File: config.mk
export PLATFORM = sky130hd
export DESIGN_NAME = vector_norm_l1_l2_max_top_flat
export DESIGN_NICKNAME = d
export VERILOG_FILES = /design/src/hw/rtl/vnorm_pkg.sv /design/src/hw/rtl/vnorm_if.sv /design/src/hw/rtl/vnorm_alu.sv /design/src/hw/rtl/vnorm_apb.sv /design/src/hw/rtl/vector_norm_l1_l2_max_top.sv /design/src/flat_wrapper.sv
export SDC_FILE = /design/constraint.sdc
export NUM_CORES = 1
export LEC_CHECK = 0
export BUFFER_PORTS_ARGS = -buffer_cell sky130_fd_sc_hd__buf_2
export CORE_MARGIN = 2
export CORE_UTILIZATION = 40
export CTS_CLUSTER_DIAMETER = 80
export DETAILED_ROUTE_END_ITERATION = 8
export HOLD_SLACK_MARGIN = 0.15
export SYNTH_ARGS = -nofsm -noshare
export SYNTH_HDL_FRONTEND = slang
export SYNTH_SLANG_ARGS = --single-unit
File: constraint.sdc
create_clock -name clk -period 8.45 [get_ports clk]
set_input_delay 2.1125 -clock clk [delete_from_list [all_inputs] [get_ports clk]]
set_output_delay 2.1125 -clock clk [all_outputs]
set_load 0.02 [all_outputs]
File: src/hw/rtl/vnorm_pkg.sv
// Shared types, constants and helpers for the vector norm engine.
// No dependencies; every other file imports this package.
`default_nettype none

package vnorm_pkg;

  // Fixed field widths of the channels and the accumulator
  localparam int SAMPLE_W  = 16;
  localparam int ACC_W     = 48;
  localparam int RESULT_W  = 32;
  localparam int MODE_W    = 2;
  localparam int APB_DW    = 32;
  localparam int APB_AW    = 3;

  // Defaults for the top-level parameters
  localparam int DEF_MAX_ITEMS   = 65536;
  localparam int DEF_SAMPLE_BITS = 16;

  // norm_mode codes; the unused code behaves as L2
  localparam logic [MODE_W-1:0] MODE_L2  = 2'd0;
  localparam logic [MODE_W-1:0] MODE_L1  = 2'd1;
  localparam logic [MODE_W-1:0] MODE_MAX = 2'd2;

  // Register word index
  localparam logic [APB_AW-3:0] REG_NORM_MODE = 1'b0;

  // Shared arithmetic unit operations
  typedef enum logic [1:0] {
    ALU_ADD = 2'd0,  // a + b, clamped to ACC_W bits
    ALU_MAX = 2'd1,  // larger of a and b
    ALU_SUB = 2'd2   // a - b - c, ge set when no borrow
  } alu_op_t;

  typedef struct packed {
    alu_op_t          op;
    logic [ACC_W-1:0] a;
    logic [ACC_W-1:0] b;
    logic [ACC_W-1:0] c;
  } alu_req_t;

  typedef struct packed {
    logic [ACC_W-1:0] y;
    logic             ge;
  } alu_rsp_t;

  // Clamp an accumulator-wide value to the result width
  function automatic logic [RESULT_W-1:0] sat_result(input logic [ACC_W-1:0] v);
    if (|v[ACC_W-1:RESULT_W]) begin
      return {RESULT_W{1'b1}};
    end
    return v[RESULT_W-1:0];
  endfunction

endpackage

`default_nettype wire

File: src/hw/rtl/vnorm_if.sv
// Valid/ready channel interfaces for the sample and result streams.
// Depends on vnorm_pkg for the field widths.
`default_nettype none

interface vnorm_in_if
  import vnorm_pkg::*;
  ();
  logic                       valid;
  logic                       ready;
  logic signed [SAMPLE_W-1:0] sample;
  logic                       last;

  modport source (output valid, sample, last, input ready);
  modport sink   (input valid, sample, last, output ready);
endinterface

interface vnorm_out_if
  import vnorm_pkg::*;
  ();
  logic                valid;
  logic                ready;
  logic [RESULT_W-1:0] norm_value;
  logic                saturated;

  modport source (output valid, norm_value, saturated, input ready);
  modport sink   (input valid, norm_value, saturated, output ready);
endinterface

`default_nettype wire

File: src/hw/rtl/vnorm_alu.sv
// Shared arithmetic unit: clamped add, max compare, and the
// trial subtract of the square-root loop. Depends on vnorm_pkg.
`default_nettype none

module vnorm_alu
  import vnorm_pkg::*;
(
  input  alu_req_t req,
  output alu_rsp_t rsp
);

  logic [ACC_W:0]   sum;
  logic [ACC_W+1:0] diff;

  assign sum  = {1'b0, req.a} + {1'b0, req.b};
  assign diff = {2'b00, req.a} - {2'b00, req.b} - {2'b00, req.c};

  // Operation select
  always_comb begin
    rsp = '0;
    unique case (req.op)
      ALU_ADD: begin
        rsp.y  = sum[ACC_W] ? {ACC_W{1'b1}} : sum[ACC_W-1:0];
        rsp.ge = 1'b1;
      end
      ALU_MAX: begin
        rsp.ge = (req.b > req.a);
        rsp.y  = rsp.ge ? req.b : req.a;
      end
      ALU_SUB: begin
        rsp.y  = diff[ACC_W-1:0];
        rsp.ge = ~diff[ACC_W+1];
      end
      default: begin
        rsp.y  = req.a;
        rsp.ge = 1'b0;
      end
    endcase
  end

endmodule

`default_nettype wire

File: src/hw/rtl/vnorm_apb.sv
// APB-style configuration register file holding norm_mode.
// Depends on vnorm_pkg.
`default_nettype none

module vnorm_apb
  import vnorm_pkg::*;
(
  input  wire logic              clk,
  input  wire logic              rst,
  input  wire logic              psel,
  input  wire logic              penable,
  input  wire logic              pwrite,
  input  wire logic [APB_AW-1:0] paddr,
  input  wire logic [APB_DW-1:0] pwdata,
  output logic      [APB_DW-1:0] prdata,
  output logic                   pready,
  output logic      [MODE_W-1:0] norm_mode
);

  logic [APB_AW-3:0] word_idx;
  logic              wr_en;

  assign word_idx = paddr[APB_AW-1:2];
  assign wr_en    = psel & penable & pwrite;
  assign pready   = 1'b1;

  // Register write
  always_ff @(posedge clk) begin
    if (rst) begin
      norm_mode <= MODE_L2;
    end else if (wr_en && word_idx == REG_NORM_MODE) begin
      norm_mode <= pwdata[MODE_W-1:0];
    end
  end

  // Read mux
  always_comb begin
    prdata = '0;
    unique case (word_idx)
      REG_NORM_MODE: prdata = APB_DW'(norm_mode);
      default:       prdata = '0;
    endcase
  end

endmodule

`default_nettype wire

File: src/hw/rtl/vector_norm_l1_l2_max_top.sv
// Vector norm engine top level: sequencer, accumulator and result register.
// Depends on vnorm_pkg, vnorm_if, vnorm_alu and vnorm_apb.
`default_nettype none

// Streams a vector one signed sample per request, the final one marked by
// last, and returns one result on the last request: the L1 sum of
// magnitudes, the maximum magnitude, or the floor of the square root of the
// sum of squares (mode 0 and the unused code 3). One add/compare/subtract
// unit does the sums, compares and root trials under a small sequencer, so
// the input is busy while a request is worked on: each sample goes through
// S_SQ and S_ACC, and on the last sample in L2 mode the bit-by-bit root
// follows (one root bit per cycle through the shared unit); the result is
// loaded once the output register is free, and it can wait there while the
// next vector starts. Samples past MAX_ITEMS are dropped and flag the
// result as saturated. Only the low SAMPLE_BITS bits of a sample count.
module vector_norm_l1_l2_max_top
  import vnorm_pkg::*;
#(
  parameter int MAX_ITEMS   = DEF_MAX_ITEMS,
  parameter int SAMPLE_BITS = DEF_SAMPLE_BITS
) (
  input  wire logic              clk,
  input  wire logic              rst,
  vnorm_in_if.sink               in_ch,
  vnorm_out_if.source            out_ch,
  input  wire logic              psel,
  input  wire logic              penable,
  input  wire logic              pwrite,
  input  wire logic [APB_AW-1:0] paddr,
  input  wire logic [APB_DW-1:0] pwdata,
  output logic      [APB_DW-1:0] prdata,
  output logic                   pready
);

  localparam int CNT_W = $clog2(MAX_ITEMS + 1);
  localparam int SQ_W  = 2 * SAMPLE_BITS;
  localparam logic [ACC_W-1:0] ROOT_BIT0 = ACC_W'(1) << (ACC_W - 2);

  typedef enum logic [4:0] {
    S_IDLE = 5'b00001,
    S_SQ   = 5'b00010,
    S_ACC  = 5'b00100,
    S_ROOT = 5'b01000,
    S_DONE = 5'b10000
  } state_t;

  state_t state, state_next;

  logic [MODE_W-1:0]      norm_mode;
  logic [MODE_W-1:0]      mode_r;
  logic                   last_r;
  logic [SAMPLE_BITS-1:0] mag_r;
  logic [SAMPLE_BITS-1:0] mag_in;
  logic [ACC_W-1:0]       term;
  logic [ACC_W-1:0]       acc;
  logic [ACC_W-1:0]       res;
  logic [ACC_W-1:0]       root_bit;
  logic [CNT_W-1:0]       item_count;
  logic                   overflow_flag;
  logic                   is_l1;
  logic                   is_max;
  logic                   accept;
  logic                   out_free;
  logic                   out_valid;
  logic [RESULT_W-1:0]    norm_value;
  logic                   saturated;
  alu_req_t               alu_req;
  alu_rsp_t               alu_rsp;

  // Configuration port
  vnorm_apb u_apb (
    .clk       (clk),
    .rst       (rst),
    .psel      (psel),
    .penable   (penable),
    .pwrite    (pwrite),
    .paddr     (paddr),
    .pwdata    (pwdata),
    .prdata    (prdata),
    .pready    (pready),
    .norm_mode (norm_mode)
  );

  // Shared arithmetic unit
  vnorm_alu u_alu (
    .req (alu_req),
    .rsp (alu_rsp)
  );

  assign is_l1  = (mode_r == MODE_L1);
  assign is_max = (mode_r == MODE_MAX);

  assign in_ch.ready = (state == S_IDLE);
  assign accept      = in_ch.valid & in_ch.ready;
  assign out_free    = ~out_valid | out_ch.ready;

  // Magnitude of the low SAMPLE_BITS bits; the most negative code maps to
  // 2^(SAMPLE_BITS-1), which still fits unsigned
  assign mag_in = in_ch.sample[SAMPLE_BITS-1] ? (SAMPLE_BITS'(0) - in_ch.sample[SAMPLE_BITS-1:0])
                                              : in_ch.sample[SAMPLE_BITS-1:0];

  // ALU operand steering
  always_comb begin
    alu_req   = '0;
    alu_req.a = acc;
    alu_req.b = term;
    alu_req.c = '0;
    if (state == S_ROOT) begin
      alu_req.op = ALU_SUB;
      alu_req.b  = res;
      alu_req.c  = root_bit;
    end else if (is_max) begin
      alu_req.op = ALU_MAX;
    end else begin
      alu_req.op = ALU_ADD;
    end
  end

  // Sequencer next state
  always_comb begin
    state_next = state;
    unique case (state)
      S_IDLE: if (accept) state_next = S_SQ;
      S_SQ:   state_next = S_ACC;
      S_ACC: begin
        if (!last_r)                   state_next = S_IDLE;
        else if (is_l1 || is_max)      state_next = S_DONE;
        else                           state_next = S_ROOT;
      end
      S_ROOT: if (root_bit[0])         state_next = S_DONE;
      S_DONE: if (out_free)            state_next = S_IDLE;
      default:                         state_next = S_IDLE;
    endcase
  end

  always_ff @(posedge clk) begin
    if (rst) begin
      state <= S_IDLE;
    end else begin
      state <= state_next;
    end
  end

  // Request capture and term (square or magnitude)
  always_ff @(posedge clk) begin
    if (accept) begin
      mag_r  <= mag_in;
      last_r <= in_ch.last;
      mode_r <= norm_mode;
    end
    if (state == S_SQ) begin
      if (is_l1 || is_max) begin
        term <= ACC_W'(mag_r);
      end else begin
        term <= ACC_W'(SQ_W'(mag_r) * SQ_W'(mag_r));
      end
    end
  end

  // Accumulator, count, overflow flag and root registers
  always_ff @(posedge clk) begin
    if (rst) begin
      acc           <= '0;
      item_count    <= '0;
      overflow_flag <= 1'b0;
    end else begin
      unique case (state)
        S_ACC: begin
          if (item_count >= CNT_W'(MAX_ITEMS)) begin
            overflow_flag <= 1'b1;
          end else begin
            acc        <= alu_rsp.y;
            item_count <= item_count + CNT_W'(1);
          end
        end
        S_ROOT: begin
          if (alu_rsp.ge) begin
            acc <= alu_rsp.y;
          end
        end
        S_DONE: begin
          if (out_free) begin
            acc           <= '0;
            item_count    <= '0;
            overflow_flag <= 1'b0;
          end
        end
        default: ;
      endcase
    end
  end

  // Root iteration: one result bit per cycle
  always_ff @(posedge clk) begin
    if (state == S_ACC) begin
      res      <= '0;
      root_bit <= ROOT_BIT0;
    end else if (state == S_ROOT) begin
      res      <= alu_rsp.ge ? ((res >> 1) + root_bit) : (res >> 1);
      root_bit <= root_bit >> 2;
    end
  end

  // Output register
  always_ff @(posedge clk) begin
    if (rst) begin
      out_valid <= 1'b0;
    end else if (state == S_DONE && out_free) begin
      out_valid <= 1'b1;
    end else if (out_ch.ready) begin
      out_valid <= 1'b0;
    end
  end

  always_ff @(posedge clk) begin
    if (state == S_DONE && out_free) begin
      norm_value <= sat_result((is_l1 || is_max) ? acc : res);
      saturated  <= overflow_flag;
    end
  end

  assign out_ch.valid      = out_valid;
  assign out_ch.norm_value = norm_value;
  assign out_ch.saturated  = saturated;

endmodule

`default_nettype wire
File: src/flat_wrapper.sv
// flat-port wrapper written by rule: the top's interface ports become plain ports
module vector_norm_l1_l2_max_top_flat import vnorm_pkg::*;
#(
  parameter int MAX_ITEMS   = DEF_MAX_ITEMS,
  parameter int SAMPLE_BITS = DEF_SAMPLE_BITS
)
  (clk, rst, psel, penable, pwrite, paddr, pwdata, prdata, pready, in_ch_valid, in_ch_sample, in_ch_last, in_ch_ready, out_ch_valid, out_ch_norm_value, out_ch_saturated, out_ch_ready);
  vnorm_in_if in_ch_i ();
  vnorm_out_if out_ch_i ();
  input  wire logic clk;
  input  wire logic rst;
  input  wire logic psel;
  input  wire logic penable;
  input  wire logic pwrite;
  input  wire logic [APB_AW-1:0] paddr;
  input  wire logic [APB_DW-1:0] pwdata;
  output logic      [APB_DW-1:0] prdata;
  output logic pready;
  input wire logic [$bits(in_ch_i.valid)-1:0] in_ch_valid;
  input wire logic [$bits(in_ch_i.sample)-1:0] in_ch_sample;
  input wire logic [$bits(in_ch_i.last)-1:0] in_ch_last;
  output wire logic [$bits(in_ch_i.ready)-1:0] in_ch_ready;
  output wire logic [$bits(out_ch_i.valid)-1:0] out_ch_valid;
  output wire logic [$bits(out_ch_i.norm_value)-1:0] out_ch_norm_value;
  output wire logic [$bits(out_ch_i.saturated)-1:0] out_ch_saturated;
  input wire logic [$bits(out_ch_i.ready)-1:0] out_ch_ready;
  assign in_ch_i.valid = in_ch_valid;
  assign in_ch_i.sample = in_ch_sample;
  assign in_ch_i.last = in_ch_last;
  assign in_ch_ready = in_ch_i.ready;
  assign out_ch_valid = out_ch_i.valid;
  assign out_ch_norm_value = out_ch_i.norm_value;
  assign out_ch_saturated = out_ch_i.saturated;
  assign out_ch_i.ready = out_ch_ready;
  vector_norm_l1_l2_max_top #(.MAX_ITEMS(MAX_ITEMS), .SAMPLE_BITS(SAMPLE_BITS)) u_core (.clk(clk), .rst(rst), .in_ch(in_ch_i), .out_ch(out_ch_i), .psel(psel), .penable(penable), .pwrite(pwrite), .paddr(paddr), .pwdata(pwdata), .prdata(prdata), .pready(pready));
endmodule
==> flow_summary.json <==
{
  "synth_top_area_share_pct": 12.41,
  "synth.ff_latch_count": 230,
  "yosysTopAreaCell": "fa_1",
  "cp-startpoint": "u_core.state[4]",
  "maxCapViolations": 0,
  "vias": 23040,
  "gr-usage-all-layers_pct": 21.97,
  "clock_sinks": 230,
  "die_area_mm2": 0.06904,
  "rsz0062_at_grt": "no",
  "fin_crit_sh_pct": 94.78,
  "overflow": 0,
  "multi_input_area_mm2": 0.01931,
  "relSlewSlack_pct": 34.77,
  "synth-main-ff-cell": "dfxtp_1",
  "cts_tree": "done",
  "setup_viol": 0,
  "grt_pass1_vias": 22360,
  "reg2reg_depth": 30,
  "setup_tns_ns": 0,
  "yosysSeqAreaShare_pct": 20.33,
  "gp_congestion": 0.9091,
  "clkLatencyLatePin_ns": 0.56,
  "crit_top_cell": "a21oi_1",
  "worst_ep_arrival_time_ns": 8.45,
  "fillerInstances": 6656,
  "cpPeakStageDelay_ns": 0.75,
  "reg2reg_slack_ns": 0.44,
  "status": "completed",
  "cp.depth": 30,
  "layout_setup_ws_ns": 0.4410,
  "die_y_um": 262.8,
  "hold_path_class": "flip-flop to flip-flop",
  "grt_max_degree": 63,
  "io_buffers": 63,
  "antenna_cells": 0,
  "fp.dieW_um": 262.8,
  "end_kind": "flip-flop",
  "path_buf_inv": 4,
  "firstDrtPassIters": 5,
  "yosysWarnings": 0,
  "grt_first_pass_wirelength_mm": 123.2,
  "critPathSlowestCell": "nor2_1",
  "drive_gt1_share_pct": 8.743,
  "synth.area.top_cells": "fa_1, ha_1, dfxtp_1, edfxtp_1, nand2_1",
  "max_freq_mhz": 124.9,
  "htree_levels": 2,
  "finClkSkew_ns": 0.03635,
  "async_reset_ff_share_pct": 0,
  "worstSetupStartpointType": "flip-flop",
  "worstPathRequired_ns": 8.89,
  "r2r-start": "u_core.state[4]",
  "ios": 127,
  "crit_type": "flip-flop to flip-flop",
  "coreArea_mm2": 0.06598,
  "yosysUniqueCellTypes": 99,
  "reg2reg_to": "u_core.res[28]",
  "pre_cts_ws_ns": 0.2249,
  "ant_nets": 0,
  "cp_max_fo": 34,
  "drcViolationCount": 0,
  "finalMaxSlewViolations": 0,
  "routed_via_density": 5.510,
  "root_buffer": "clkbuf_16",
  "dp_hpwl_mm": 58.25,
  "cpLargestDelayFamily": "compound AO/OA/AOI/OAI gates",
  "first_iter_violations": 1798,
  "synthCells": 3298,
  "area_delta_synth_final_pct": 8.760,
  "synth_area_mm2": 0.02678,
  "tightest_slew_ns": 0.9749,
  "std_cell_rows": 94,
  "clock_path_buffers": 3,
  "wl_mm": 76.40,
  "clk_pin_slew_ns": 0.05,
  "avgSynthCellArea_um2": 8.121,
  "start_util_pct": 40.59,
  "routedWlPerCell_um": 18.27,
  "antenna_found_initial": 0,
  "min_period_ns": 8.009,
  "worstSetupEndpoint": "u_core.res[28]",
  "final_nets": 3763,
  "seqCellArea_mm2": 0.005445,
  "final_hold_viol_count": 0,
  "synth_edf_count": 84,
  "cts-buffers-inserted": 35
}
## worst reg2reg max path: cells and delay by family, from the launching register on
family,cells,cell delay [ns]
AND/OR/NAND/NOR,9,2.78
adder cells (fa/ha/maj),2,0.67
multiplexers,1,0.23
flip-flops,1,0.32
XOR/XNOR,1,0.10
buffers and inverters,4,0.85
AO/OA/AOI/OAI,13,2.98
## layout make-up
| class | instances | share of cell area, % |
|---|---|---|
| clock buffer | 52 | 3.471 |
| clock inverter | 11 | 0.5713 |
| inverter | 341 | 4.394 |
| multi-input combinational | 2559 | 66.29 |
| sequential | 230 | 18.69 |
| tap | 864 | 3.711 |
| timing repair buffer | 124 | 2.865 |
## placed cells by master, fill, tap and decap left out, types with 12 or more instances in the layout
cell type	Yosys	final
nor3_2	16	16
buf_4	43	55
o21ai_0	194	193
and2_1	72	72
xnor2_1	146	146
nand2b_1	25	25
xor2_1	48	48
ha_1	247	246
and3_1	24	24
or4_1	17	17
nand3_1	47	47
nand4_1	13	13
fa_1	166	166
a211oi_1	24	24
nor3_1	66	66
inv_1	333	333
a211o_1	12	12
edfxtp_1	84	84
o221ai_1	14	14
nor2b_1	21	21
o211ai_1	27	27
o21a_1	12	12
a21o_1	39	39
nor2_1	239	237
buf_2	17	63
a22o_1	32	32
clkbuf_16	0	36
or2_2	25	25
or3_1	37	37
a31oi_1	30	30
mux2i_1	46	46
a21oi_1	206	206
conb_1	2	31
o31ai_1	18	18
dfxtp_1	146	146
nand2_1	404	404
nor4_1	36	36
o21bai_1	37	37
## routing by layer
metal  track usage [%]  share of wire [%]
met5                 0                  0
met4             6.400                2.6
met3             2.511                5.2
met2             35.56                 46
met1             30.78                 46
## worst min-delay path by stage
stage,from,end,slack [ns],cells past startpoint
6_report,u_core.u_apb.norm_mode[0],u_core.mode_r[0],0.45,0
4_1_cts,u_core.u_apb.norm_mode[0],u_core.mode_r[0],0.46,0
3_3_place_gp,u_core.u_apb.norm_mode[0],u_core.mode_r[0],0.44,0
2_1_floorplan,u_core.overflow_flag,u_core.out_ch.saturated,0.41,0
5_1_grt,u_core.overflow_flag,u_core.out_ch.saturated,0.46,0
3_5_place_dp,u_core.u_apb.norm_mode[0],u_core.mode_r[0],0.45,0
## state kept, by name, indices dropped and copies added, names as in the netlist
signal	flops
u_core.overflow_flag	1
u_core.root_bit	24
u_core.item_count	17
u_core.state	5
u_core.mode_r	2
u_core.u_apb.norm_mode	2
u_core.mag_r	16
u_core.out_ch.norm_value	32
u_core.res	48
u_core.acc	48
u_core.out_ch.saturated	1
u_core.last_r	1
u_core.term	32
u_core.out_ch.valid	1
## cell families (layout without fill, tap and decap cells)
group	after synthesis	in the layout	synth area share (%)
adders and majority gates	413	413	23.95
xor gates and xnor gates	195	195	6.405
muxes	56	56	2.140
DFF	230	230	20.33
buffers and inverters	538	528	8.278
and+or+nand+nor	1092	1092	19.91
AOI/OAI and AO/OA	772	772	18.96
other	2	31	0.02804
## through the flow
step	cell area [µm²]	instances	hold WS (ns)	utilization [%]
floorplan	26890	3327	0.4081	-
global placement	27890	4114	0.4442	42.27
detailed placement	27890	4114	0.4452	42.27
CTS	29070	4177	0.4582	44.05
global route	29130	4181	0.4620	44.15
finish	29130	4181	0.4494	44.15
## synth_stat cells, drive strengths merged (47+ instances only)
library cell,n
xnor2,147
ha,247
nand2,404
and2,73
edfxtp,84
clkbuf,123
buf,74
nor3,82
nand3,47
nor2,239
inv,339
a21oi,211
dfxtp,146
xor2,48
o21ai,202
fa,166
## what timing repair did
item	4_1_cts	5_1_grt
buffers inserted	0	4
hold buffers	0	0
resized for setup	0	7
endpoints found under the setup margin	0	70
hold endpoints to repair	0	0
Power is left out: the tool's default activity adds up to more than one toggle a clock period on the data nets, which glitch-free logic cannot reach.
